[src/rtl/nifd_pkg.sv]
// Shared types and constants for the NEC infrared frame decoder.
// No dependencies; imported by every module under rtl.
package nifd_pkg;

    localparam int unsigned TimeWidth  = 32;
    localparam int unsigned CodeWidth  = 8;
    localparam int unsigned CountWidth = 6;
    localparam int unsigned CfgIdxWidth = 3;

    localparam logic [CountWidth-1:0] FRAME_BITS = 6'd32;

    typedef enum logic [1:0] {
        OP_EDGE = 2'd0,
        OP_TICK = 2'd1,
        OP_READ = 2'd2
    } op_t;

    typedef enum logic [2:0] {
        ST_READY  = 3'd0,
        ST_START  = 3'd1,
        ST_DATA   = 3'd2,
        ST_WAIT   = 3'd3,
        ST_REPEAT = 3'd4
    } decode_state_t;

    typedef enum logic [CfgIdxWidth-1:0] {
        CFG_DEVICE_ADDRESS = 3'd0,
        CFG_START_GAP_MIN  = 3'd1,
        CFG_START_GAP_MAX  = 3'd2,
        CFG_BIT_THRESHOLD  = 3'd3,
        CFG_REPEAT_GAP_MIN = 3'd4,
        CFG_REPEAT_GAP_MAX = 3'd5,
        CFG_HOLD_DELAY     = 3'd6,
        CFG_IDLE_TIMEOUT   = 3'd7
    } cfg_index_t;

    typedef struct packed {
        logic [CodeWidth-1:0] device_address;
        logic [TimeWidth-1:0] start_gap_min;
        logic [TimeWidth-1:0] start_gap_max;
        logic [TimeWidth-2:0] bit_threshold;
        logic [TimeWidth-1:0] repeat_gap_min;
        logic [TimeWidth-1:0] repeat_gap_max;
        logic [TimeWidth-1:0] hold_delay;
        logic [TimeWidth-1:0] idle_timeout;
    } cfg_t;

    typedef struct packed {
        logic [1:0]           op;
        logic [TimeWidth-1:0] now_time;
    } request_t;

    typedef struct packed {
        logic                 command_valid;
        logic [CodeWidth-1:0] command_code;
    } result_t;

endpackage

[src/rtl/nifd_cfg_regs.sv]
// Configuration register file for the NEC infrared frame decoder.
// Depends on nifd_pkg.
module nifd_cfg_regs (
    input  logic                                clk,
    input  logic                                rst_n,
    input  logic                                cfg_we,
    input  logic [nifd_pkg::CfgIdxWidth-1:0]    cfg_index,
    input  logic [nifd_pkg::TimeWidth-1:0]      cfg_data,
    output nifd_pkg::cfg_t                      cfg
);
    import nifd_pkg::*;

    cfg_t cfg_reg;
    cfg_t cfg_next;

    always_comb
    begin
        cfg_next = cfg_reg;
        if (cfg_we)
        begin
            case (cfg_index)
                CFG_DEVICE_ADDRESS: cfg_next.device_address = cfg_data[CodeWidth-1:0];
                CFG_START_GAP_MIN:  cfg_next.start_gap_min  = cfg_data;
                CFG_START_GAP_MAX:  cfg_next.start_gap_max  = cfg_data;
                CFG_BIT_THRESHOLD:  cfg_next.bit_threshold  = cfg_data[TimeWidth-2:0];
                CFG_REPEAT_GAP_MIN: cfg_next.repeat_gap_min = cfg_data;
                CFG_REPEAT_GAP_MAX: cfg_next.repeat_gap_max = cfg_data;
                CFG_HOLD_DELAY:     cfg_next.hold_delay     = cfg_data;
                CFG_IDLE_TIMEOUT:   cfg_next.idle_timeout   = cfg_data;
                default:            cfg_next = cfg_reg;
            endcase
        end
    end

    always_ff @(posedge clk or negedge rst_n)
    begin
        if (!rst_n)
        begin
            cfg_reg <= '0;
        end
        else
        begin
            cfg_reg <= cfg_next;
        end
    end

    assign cfg = cfg_reg;

endmodule

[src/rtl/nifd_in_reg.sv]
// Input request register of the NEC infrared frame decoder.
// Depends on nifd_pkg.
module nifd_in_reg (
    input  logic                            clk,
    input  logic                            rst_n,
    input  logic                            in_valid,
    output logic                            in_ready,
    input  logic [1:0]                      op,
    input  logic [nifd_pkg::TimeWidth-1:0]  now_time,
    input  logic                            take,
    output logic                            req_valid,
    output nifd_pkg::request_t              req
);
    import nifd_pkg::*;

    logic     req_valid_reg;
    logic     req_valid_next;
    request_t req_reg;
    logic     load;

    assign in_ready = !req_valid_reg || take;
    assign load     = in_valid && in_ready;

    always_comb
    begin
        req_valid_next = req_valid_reg;
        if (load)
        begin
            req_valid_next = 1'b1;
        end
        else if (take)
        begin
            req_valid_next = 1'b0;
        end
    end

    always_ff @(posedge clk or negedge rst_n)
    begin
        if (!rst_n)
        begin
            req_valid_reg <= 1'b0;
        end
        else
        begin
            req_valid_reg <= req_valid_next;
        end
    end

    always_ff @(posedge clk)
    begin
        if (load)
        begin
            req_reg.op       <= op;
            req_reg.now_time <= now_time;
        end
    end

    assign req_valid = req_valid_reg;
    assign req       = req_reg;

endmodule

[src/rtl/nifd_core.sv]
// Frame decode state machine, timing checks and pending command store.
// Depends on nifd_pkg.
module nifd_core (
    input  logic                clk,
    input  logic                rst_n,
    input  logic                fire,
    input  nifd_pkg::request_t  req,
    input  nifd_pkg::cfg_t      cfg,
    output nifd_pkg::result_t   result
);
    import nifd_pkg::*;

    decode_state_t         state_reg, state_next;
    logic [TimeWidth-1:0]  last_edge_reg, last_edge_next;
    logic [TimeWidth-1:0]  command_time_reg, command_time_next;
    logic [TimeWidth-1:0]  shift_reg, shift_next;
    logic [CountWidth-1:0] count_reg, count_next;
    logic [CodeWidth-1:0]  pending_code_reg, pending_code_next;
    logic                  pending_valid_reg, pending_valid_next;

    logic [TimeWidth-1:0]  gap;
    logic [TimeWidth-1:0]  hold_gap;
    logic                  start_ok;
    logic                  repeat_ok;
    logic                  too_long;
    logic                  bit_one;
    logic [TimeWidth-1:0]  shifted;
    logic [CountWidth-1:0] count_inc;
    logic                  frame_done;
    logic                  frame_ok;
    logic                  hold_ok;
    logic                  timed_out;

    assign gap        = req.now_time - last_edge_reg;
    assign hold_gap   = req.now_time - command_time_reg;
    assign start_ok   = (cfg.start_gap_min < gap) && (gap < cfg.start_gap_max);
    assign repeat_ok  = (cfg.repeat_gap_min < gap) && (gap < cfg.repeat_gap_max);
    assign too_long   = gap > {cfg.bit_threshold, 1'b0};
    assign bit_one    = gap > {1'b0, cfg.bit_threshold};
    assign shifted    = {shift_reg[TimeWidth-2:0], bit_one};
    assign count_inc  = count_reg + 1'b1;
    assign frame_done = count_inc == FRAME_BITS;
    assign frame_ok   = (shifted[31:24] == cfg.device_address)
                     && (shifted[31:24] == ~shifted[23:16])
                     && (shifted[15:8] == ~shifted[7:0]);
    assign hold_ok    = hold_gap > cfg.hold_delay;
    assign timed_out  = (state_reg != ST_READY) && (gap > cfg.idle_timeout);

    // next state
    always_comb
    begin
        state_next = state_reg;
        if (fire)
        begin
            case (req.op)
                OP_EDGE:
                begin
                    case (state_reg)
                        ST_READY:  state_next = ST_START;
                        ST_START:  state_next = start_ok ? ST_DATA : ST_READY;
                        ST_DATA:
                        begin
                            if (too_long)
                                state_next = ST_READY;
                            else if (frame_done)
                                state_next = frame_ok ? ST_WAIT : ST_READY;
                            else
                                state_next = ST_DATA;
                        end
                        ST_WAIT:   state_next = ST_REPEAT;
                        ST_REPEAT: state_next = repeat_ok ? ST_WAIT : ST_READY;
                        default:   state_next = ST_READY;
                    endcase
                end
                OP_TICK:
                begin
                    if (timed_out)
                        state_next = ST_READY;
                end
                default: state_next = state_reg;
            endcase
        end
    end

    // datapath and result
    always_comb
    begin
        last_edge_next     = last_edge_reg;
        command_time_next  = command_time_reg;
        shift_next         = shift_reg;
        count_next         = count_reg;
        pending_code_next  = pending_code_reg;
        pending_valid_next = pending_valid_reg;
        result             = '0;
        if (fire)
        begin
            case (req.op)
                OP_EDGE:
                begin
                    case (state_reg)
                        ST_READY, ST_WAIT:
                        begin
                            last_edge_next = req.now_time;
                        end
                        ST_START:
                        begin
                            if (start_ok)
                            begin
                                count_next     = '0;
                                last_edge_next = req.now_time;
                            end
                        end
                        ST_DATA:
                        begin
                            if (!too_long)
                            begin
                                shift_next = shifted;
                                count_next = count_inc;
                                if (!frame_done)
                                begin
                                    last_edge_next = req.now_time;
                                end
                                else if (frame_ok)
                                begin
                                    pending_code_next  = shifted[15:8];
                                    pending_valid_next = 1'b1;
                                    last_edge_next     = req.now_time;
                                    command_time_next  = req.now_time;
                                end
                            end
                        end
                        ST_REPEAT:
                        begin
                            if (repeat_ok)
                            begin
                                last_edge_next = req.now_time;
                                if (hold_ok)
                                begin
                                    pending_code_next  = shift_reg[15:8];
                                    pending_valid_next = 1'b1;
                                end
                            end
                        end
                        default: last_edge_next = last_edge_reg;
                    endcase
                end
                OP_READ:
                begin
                    result.command_valid = pending_valid_reg;
                    result.command_code  = pending_valid_reg ? pending_code_reg : '0;
                    pending_valid_next   = 1'b0;
                end
                default: result = '0;
            endcase
        end
    end

    always_ff @(posedge clk or negedge rst_n)
    begin
        if (!rst_n)
        begin
            state_reg         <= ST_READY;
            last_edge_reg     <= '0;
            command_time_reg  <= '0;
            shift_reg         <= '0;
            count_reg         <= '0;
            pending_code_reg  <= '0;
            pending_valid_reg <= 1'b0;
        end
        else
        begin
            state_reg         <= state_next;
            last_edge_reg     <= last_edge_next;
            command_time_reg  <= command_time_next;
            shift_reg         <= shift_next;
            count_reg         <= count_next;
            pending_code_reg  <= pending_code_next;
            pending_valid_reg <= pending_valid_next;
        end
    end

    a_count_bounded: assert property (@(posedge clk) disable iff (!rst_n)
        count_reg <= FRAME_BITS)
        else $error("bit count above frame length");

    a_read_clears: assert property (@(posedge clk) disable iff (!rst_n)
        fire && (req.op == OP_READ) |=> !pending_valid_reg)
        else $error("pending command not cleared by read");

    a_data_entry: assert property (@(posedge clk) disable iff (!rst_n)
        fire && (state_reg == ST_START) && (state_next == ST_DATA) |=> count_reg == '0)
        else $error("bit count not cleared on frame start");

    a_wait_has_command: assert property (@(posedge clk) disable iff (!rst_n)
        fire && (state_reg == ST_DATA) && (state_next == ST_WAIT) |=> pending_valid_reg)
        else $error("frame accepted without pending command");

endmodule

[src/rtl/nifd_out_reg.sv]
// Result register of the NEC infrared frame decoder.
// Depends on nifd_pkg.
module nifd_out_reg (
    input  logic                                clk,
    input  logic                                rst_n,
    input  logic                                load,
    input  nifd_pkg::result_t                   result,
    output logic                                out_valid,
    input  logic                                out_ready,
    output logic                                command_valid,
    output logic [nifd_pkg::CodeWidth-1:0]      command_code
);
    import nifd_pkg::*;

    logic    out_valid_reg;
    logic    out_valid_next;
    result_t result_reg;

    always_comb
    begin
        out_valid_next = out_valid_reg;
        if (load)
        begin
            out_valid_next = 1'b1;
        end
        else if (out_ready)
        begin
            out_valid_next = 1'b0;
        end
    end

    always_ff @(posedge clk or negedge rst_n)
    begin
        if (!rst_n)
        begin
            out_valid_reg <= 1'b0;
        end
        else
        begin
            out_valid_reg <= out_valid_next;
        end
    end

    always_ff @(posedge clk)
    begin
        if (load)
        begin
            result_reg <= result;
        end
    end

    assign out_valid     = out_valid_reg;
    assign command_valid = result_reg.command_valid;
    assign command_code  = result_reg.command_code;

    a_no_overwrite: assert property (@(posedge clk) disable iff (!rst_n)
        out_valid_reg && !out_ready |-> !load)
        else $error("result overwritten while stalled");

endmodule

[src/rtl/nec_ir_frame_decoder_top.sv]
// Top level of the NEC infrared frame decoder.
// Depends on nifd_pkg, nifd_cfg_regs, nifd_in_reg, nifd_core, nifd_out_reg.
//
//   channel   direction  handshake            payload
//   request   in         in_valid / in_ready  op, now_time
//   result    out        out_valid/out_ready  command_valid, command_code
//   config    in         cfg_we               cfg_index, cfg_data
//
// One request per cycle while the result side is not stalled; a request passes through
// the input register, then the decode logic, then the result register.
// Reset clears the decoder state, the pending command and all config registers.
// A stalled result holds the input register; once both are full in_ready drops.
module nec_ir_frame_decoder_top (
    input  logic                                clk,
    input  logic                                rst_n,
    input  logic                                in_valid,
    output logic                                in_ready,
    input  logic [1:0]                          op,
    input  logic [nifd_pkg::TimeWidth-1:0]      now_time,
    output logic                                out_valid,
    input  logic                                out_ready,
    output logic                                command_valid,
    output logic [nifd_pkg::CodeWidth-1:0]      command_code,
    input  logic                                cfg_we,
    input  logic [nifd_pkg::CfgIdxWidth-1:0]    cfg_index,
    input  logic [nifd_pkg::TimeWidth-1:0]      cfg_data
);
    import nifd_pkg::*;

    cfg_t     cfg;
    request_t req;
    result_t  result;
    logic     req_valid;
    logic     res_free;
    logic     fire;

    assign res_free = !out_valid || out_ready;
    assign fire     = req_valid && res_free;

    nifd_cfg_regs u_cfg_regs (
        .clk       (clk),
        .rst_n     (rst_n),
        .cfg_we    (cfg_we),
        .cfg_index (cfg_index),
        .cfg_data  (cfg_data),
        .cfg       (cfg)
    );

    nifd_in_reg u_in_reg (
        .clk       (clk),
        .rst_n     (rst_n),
        .in_valid  (in_valid),
        .in_ready  (in_ready),
        .op        (op),
        .now_time  (now_time),
        .take      (fire),
        .req_valid (req_valid),
        .req       (req)
    );

    nifd_core u_core (
        .clk    (clk),
        .rst_n  (rst_n),
        .fire   (fire),
        .req    (req),
        .cfg    (cfg),
        .result (result)
    );

    nifd_out_reg u_out_reg (
        .clk           (clk),
        .rst_n         (rst_n),
        .load          (fire),
        .result        (result),
        .out_valid     (out_valid),
        .out_ready     (out_ready),
        .command_valid (command_valid),
        .command_code  (command_code)
    );

endmodule
[config.mk]
export PLATFORM = sky130hd
export DESIGN_NAME = nec_ir_frame_decoder_top
export DESIGN_NICKNAME = d
export VERILOG_FILES = /design/src/rtl/nifd_pkg.sv /design/src/rtl/nifd_cfg_regs.sv /design/src/rtl/nifd_in_reg.sv /design/src/rtl/nifd_core.sv /design/src/rtl/nifd_out_reg.sv /design/src/rtl/nec_ir_frame_decoder_top.sv
export SDC_FILE = /design/constraint.sdc
export NUM_CORES = 1
export LEC_CHECK = 0
export BUFFER_PORTS_ARGS = -buffer_cell sky130_fd_sc_hd__buf_2
export CAP_MARGIN = 20
export CORE_ASPECT_RATIO = 1.1
export CORE_MARGIN = 2
export CORE_UTILIZATION = 60
export DETAILED_ROUTE_END_ITERATION = 12
export HOLD_SLACK_MARGIN = 0.06
export PLACE_DENSITY = 0.8
export SKIP_CTS_REPAIR_TIMING = 1
export SYNTH_ARGS = -nofsm -noshare
export SYNTH_HDL_FRONTEND = slang
export SYNTH_SLANG_ARGS = --single-unit
[constraint.sdc]
create_clock -name clk -period 7.7 [get_ports clk]
set_input_delay 0.77 -clock clk [delete_from_list [all_inputs] [get_ports clk]]
set_output_delay 0.77 -clock clk [all_outputs]
set_load 0.05 [all_outputs]
**After elaboration in Yosys (flattened, before gate mapping)**

Cells that the tools add are included.

- Bits in registers: 389
- Output and inout bits: 11

- Add/subtract/negate cells: 3
- Equal/unequal tests: 31
- Bitwise operators: 3
- Magnitude comparators: 8
- Reductions and logical operators: 39
- Muxes and demuxes: 34

Operators with widths:

| cell | count |
|---|---|
| $mux 32 | 5 |
| $lt 32x32->1 | 4 |
| $pmux 32 s4 | 1 |
| $gt 32x32->1 | 3 |
| $sub 32x32->32 | 2 |
| $mux 8 | 5 |
| $gt 32x31->1 | 1 |
| $eq 8x8->1 | 3 |
| $reduce_and 2->1 | 9 |
| $not 8->8 | 2 |
| $pmux 8 s2 | 1 |
| $reduce_and 8->1 | 2 |
| $eq 3x3->1 const B | 5 |
| $ne 3x2->1 const B | 5 |
| $pmux 3 s5 | 1 |
| $eq 3x2->1 const B | 4 |
| $mux 6 | 2 |
| $ne 2x1->1 const B | 6 |
| $pmux 6 s2 | 1 |
| $reduce_bool 2->1 | 6 |
| $mux 1 | 9 |
| $mux 3 | 3 |
| $logic_and 1x1->1 | 7 |
| $reduce_and 7->1 | 1 |
| other kinds (22) | 30 |

**Longest topological paths before layout**

- Depth after elaboration: 10
- Mapped depth: 27
- Gate-level depth less buffers: 25

**By module**

Synthesis repeated with hierarchy kept, for this count alone.

- Cell total of the unflattened synthesis: 2227
- Area total of the unflattened synthesis: 24743.7 um2

Modules (own cells, without submodules):

| module | sequential area each (um2) | cells an instance | area an instance (um2) | times used |
|---|---|---|---|---|
| nifd_core | 2827.7 | 1677 | 14522.7 | 1 |
| nifd_cfg_regs | 5780.5 | 498 | 8828.5 | 1 |
| nifd_in_reg | 1046.0 | 38 | 1074.8 | 1 |
| nifd_out_reg | 295.3 | 12 | 306.5 | 1 |
| nec_ir_frame_decoder_top | 0.0 | 2 | 11.3 | 1 |

**Worst setup path after synthesis**

Ideal clock, no wire load.

- Path kind: register to register
- Start: register u_in_reg.req_reg (netlist bit u_in_reg.req[0])
- End: register u_core.shift_reg[10]
- Slack: 2174 ps
- Required time: 7575 ps
- Stages on the path, launching flop included: 26
- Setup time: 125 ps
- Arrival: 5402 ps
- Buffers on the path: 2
- Clock period less this slack: 5526 ps
- Path through: edfxtp_1 inv_1 ha_1 inv_1 fa_1 a21o_1 a21oi_1 o21ai_0 a211oi_1 a211oi_1 o21ai_1 nand2_1 a21o_1 a21oi_1 xnor2_1 ha_1 nand4_1 nor4_1 nand3_1 o41ai_1 a21oi_1 nand2b_1 nor4_1 clkbuf_1 clkbuf_1 mux2_2

- Word-level cells in the longest chain between the ends: 4

RTL lines:

| what | line | source |
|---|---|---|
| start: declaration | nifd_in_reg.sv:18 | `request_t req_reg;` |
| $sub 32x32->32 | nifd_core.sv:34 | `assign gap = req.now_time - last_edge_reg;` |
| $gt 32x32->1 | nifd_core.sv:38 | `assign too_long = gap > {cfg.bit_threshold, 1'b0};` |
| $not 1->1 (no line) | n/a |  |
| $reduce_and 4->1 (no line) | n/a |  |
| end signal: assignment | nifd_core.sv:175 | `shift_reg <= shift_next;` |
| end: declaration | nifd_core.sv:16 | `logic [TimeWidth-1:0] shift_reg, shift_next;` |

Every way passes these cells.
A chain may end at the register's enable or synchronous reset.

**Worst setup path after layout**

- Start: register u_in_reg.req_reg (netlist bit u_in_reg.req[0])
- End: register u_core.last_edge_reg[6]

- Word-level cells in the longest chain between the ends: 7
- Elaborated cells on any way between the ends: 17

RTL lines:

| what | line | source |
|---|---|---|
| $sub 32x32->32 * | nifd_core.sv:34 |  |
| $gt 32x31->1 | nifd_core.sv:39 | `assign bit_one = gap > {1'b0, cfg.bit_threshold};` |
| $not 8->8 | nifd_core.sv:45 | `&& (shifted[15:8] == ~shifted[7:0]);` |
| $eq 8x8->1 | nifd_core.sv:45 |  |
| $logic_and 1x1->1 | nifd_core.sv:45 |  |
| $ne 3x3->1 (no line) | n/a |  |
| $reduce_and 7->1 (no line) * | n/a |  |
| end signal: assignment | nifd_core.sv:173 | `last_edge_reg <= last_edge_next;` |
| end: declaration | nifd_core.sv:14 | `logic [TimeWidth-1:0] last_edge_reg, last_edge_next;` |

Mark *: on every way between the ends. The rest lies on a longest branch, timed or not.

==> summary by stage <==
Outcome
The run finished with clean final reports.

Timing
For the pin with the worst max-slew slack, the measured transition is 1140 ps. On the final layout, the worst hold slack is ~270 ps. For the final database, setup skew stands at about 26 ps.

The count of endpoints failing hold in the final timing report was 0. The final number of max-transition violations is 0. The setup TNS is 0 ps. Setup repair after global routing left no endpoint under its margin. Setup violations remaining at the end of the flow were counted as 0. The clock period minus worst slack is just over 7000 ps. The portion of the clock cycle consumed by the worst path in the final layout is about nine tenths. The remaining max-slew budget at the tightest pin is about a quarter.

Static timing analysis puts the maximum clock frequency at roughly 0.14 GHz.

Power
Power spread over the standard cell area amounts to approximately 390 nW/µm². Total power for the finished layout comes to approximately 0.010 W. VDD sags by at most about 0.26 mV. The leakage power summed over all cells is 12.8 nW.

Synthesis
The cell count after synthesis came out at ~2200. For this run, the leading register cell type out of synthesis is sky130_fd_sc_hd__dfrtp_1. The synthesized netlist net count is 2598. The average instance in the mapped netlist occupies 11.0 µm². The count of yosys warnings during synthesis is 0. Yosys mapped the design onto 84 distinct sky130hd cell types. After synthesis, the share of flip-flops with an asynchronous set or reset is 88.9%. Of the synthesized area, sequential elements account for around 41%. After synthesis the cells add up to between 20000 and 25000 µm².

The total of flip-flops plus latches after synthesis is between 300 and 400. In this run, synthesis inferred 43 flip-flops with an integrated enable.

Global routing
Across every metal layer, demand over resource in global routing totals a little over a quarter. The via count of the first global-routing pass came to between 15000 and 20000. The maximum number of pins on one net before global-route repair is 179. The initial antenna violation count is 2. The total congestion overflow is 0. The first global-routing pass estimated roughly 91000 µm of wire.

Detailed routing
The number of iterations in the first detailed-routing pass is 6. In the routed design, unresolved DRC markers number 0. Dividing the detail-routed wire length by the instance count gives about 20 µm. The initial DRC count is approximately 1100. The number of vias in the routed layout is 17100. The total routed wirelength is around 56000 µm. The ratio of routed vias to standard cells is about 6. In this run the remaining antenna-violating nets after routing total 0.

Clock tree
The clock reaches the later pin of the worst-skew pair after between 500 and 600 ps. For this design, the sink count on the clock tree is slightly below 400. The total CTS buffers is 42. The CTS tree is done. The clock transition at the registers of the reported paths is approximately 60 ps. The cell chosen for the clock root is sky130_fd_sc_hd__clkbuf_16. The H-tree level count is 2. The buffer depth of the longest clock path is 3.

Floorplan
The I/O pin total is 85. Row generation in the floorplan step produced 77 rows. The core region is about 40000 µm². The initial utilization of the core area, before any placement, comes to 60.5%. The die covers between 40000 and 50000 µm². The die width is ~200 µm. The die is between 200 and 250 µm tall.

Setup path
The largest single stage delay on the critical path is 590 ps. The kind of launch point of the worst setup path is a register. In this run the critical register-to-register path is captured at u_core.last_edge_reg[6]. At the worst endpoint, the arrival time is roughly 7500 ps. The library cell contributing the largest single delay on the critical path is sky130_fd_sc_hd__a2111oi_0. The number of cells on the worst reg-to-reg path is 26. The category of the critical setup timing path is reg2reg. The highest net fanout along the worst path is 22. The worst register-to-register path has a setup slack of around 660 ps. At the worst endpoint, the required time is just over 8000 ps. The cell occurring most often along the worst timing path is sky130_fd_sc_hd__a21o_1. STA classifies the critical path endpoint as a register.

The launch instance of the worst register-to-register path is u_in_reg.req[0].

Finish
In the final layout, the share of cells above drive strength 1 is 19.8%. The final design area excluding fillers is between 20000 and 30000 µm². The number of nets in the finished design is 2706. The register with the most flip-flops in the layout has 231 of them. From synthesis to final layout, the design area changed by 10.4%.

Worst hold path
The classification of the worst-slack hold path is in2async.

Job
The number of maximum-capacitance violations is 0.

Placement
Once placement finished, the instance area stood at between 20000 and 30000 µm². The HPWL reported at the end of detailed placement is 41900 µm. Buffers placed on the I/O ports in this run total 84. The congestion estimate from routability-driven global placement came to ~0.94.
placed cells by master, fill, tap and decap left out, types with 43 or more instances in the layout:
master	count
sky130_fd_sc_hd__nand4_1	45
sky130_fd_sc_hd__xnor2_1	44
sky130_fd_sc_hd__nand2_1	105
sky130_fd_sc_hd__nor2_1	71
sky130_fd_sc_hd__o21ai_0	94
sky130_fd_sc_hd__buf_2	83
sky130_fd_sc_hd__mux2_1	43
sky130_fd_sc_hd__edfxtp_1	43
sky130_fd_sc_hd__dfrtp_1	346
sky130_fd_sc_hd__mux2_2	239
sky130_fd_sc_hd__inv_1	261
sky130_fd_sc_hd__ha_1	313
sky130_fd_sc_hd__a21o_1	63
sky130_fd_sc_hd__a21oi_1	117
worst max-delay path, delay by kind of cell (launching register included):
kind	cells	cell delay, ps
mux	1	370
fa+ha+maj	3	820
simple gates	3	670
buf+inv	3	540
flops	1	400
xor+xnor	1	180
compound gates	15	3920
how the worst max path moves through the flow:
stage,start,endpoint,slack [ps],cells past startpoint
floorplan,u_in_reg.req[0],u_core.shift_reg[10],2170,25
global placement,u_in_reg.req[0],u_core.command_time_reg[0],680,25
detailed placement,u_in_reg.req[0],u_core.command_time_reg[0],630,25
CTS,u_in_reg.req[0],u_core.command_time_reg[31],470,25
global route,u_in_reg.req[0],u_core.last_edge_reg[6],140,26
finish,u_in_reg.req[0],u_core.last_edge_reg[6],660,26
cell families (layout without fill, tap and decap cells):
logic type | count (synthesis) | after routing | synth area share [%]
buffers and inverters | 305 | 446 | 5.08
AOI/OAI and AO/OA | 431 | 431 | 11.6
muxes | 313 | 313 | 15.0
DFF | 389 | 389 | 41.1
adders and majority gates | 315 | 315 | 16.4
other | 0 | 1 | 0
and+or+nand+nor | 383 | 383 | 8.22
xor gates and xnor gates | 73 | 73 | 2.64
per-stage QoR:
step	utilization, %	cells	setup slack [ps]
floorplan	-	2209	2170
global placement	63.1	2786	680
detailed placement	63.1	2786	629
CTS	66.7	2863	473
global route	66.8	2863	138
finish	66.8	2864	656
cells in the mapped netlist, drive strengths merged (20+ instances only):
library cell	number	area share, %
a21oi	121	2.6
a211oi	20	0.64
o21ai	100	2.1
o21a	22	0.68
nand3	31	0.64
xor2	29	1.1
edfxtp	43	5.3
ha	313	16
a21o	63	2.0
clkbuf	30	0.47
nand4	45	1.2
nor2	71	1.1
xnor2	44	1.6
nand2	105	1.6
mux2	311	15
nor3	22	0.46
inv	261	4.1
nor2b	21	0.54
dfrtp	346	36
layout make-up:
| class | count | area [µm²] |
|---|---|---|
| clock buffer | 52 | 1120 |
| multi-input combinational | 1515 | 13100 |
| timing repair buffer | 108 | 623 |
| antenna | 1 | 2.50 |
| inverter | 261 | 980 |
| tap | 513 | 642 |
| sequential | 389 | 9950 |
| clock inverter | 25 | 325 |
| fill | 2962 | 13300 |
power breakdown:
group | leakage (nW) | switching [W] | internal, W | total, W
Sequential | 4.73 | 0.000228 | 0.00246 | 0.00269
Clock | 0.708 | 0.000863 | 0.00127 | 0.00214
Combinational | 7.35 | 0.00322 | 0.00238 | 0.00560
per-layer routing:
layer | GRT usage (%) | vias up | wire [µm]
li1 | - | 8147 | -
met1 | 35.0 | 8416 | 24000
met2 | 46.8 | 410 | 27600
met3 | 3.55 | 126 | 2550
met4 | 10.7 | 2 | 1850
met5 | 0 | - | 11
No activity file was read; power rests on OpenSTA's default activity.
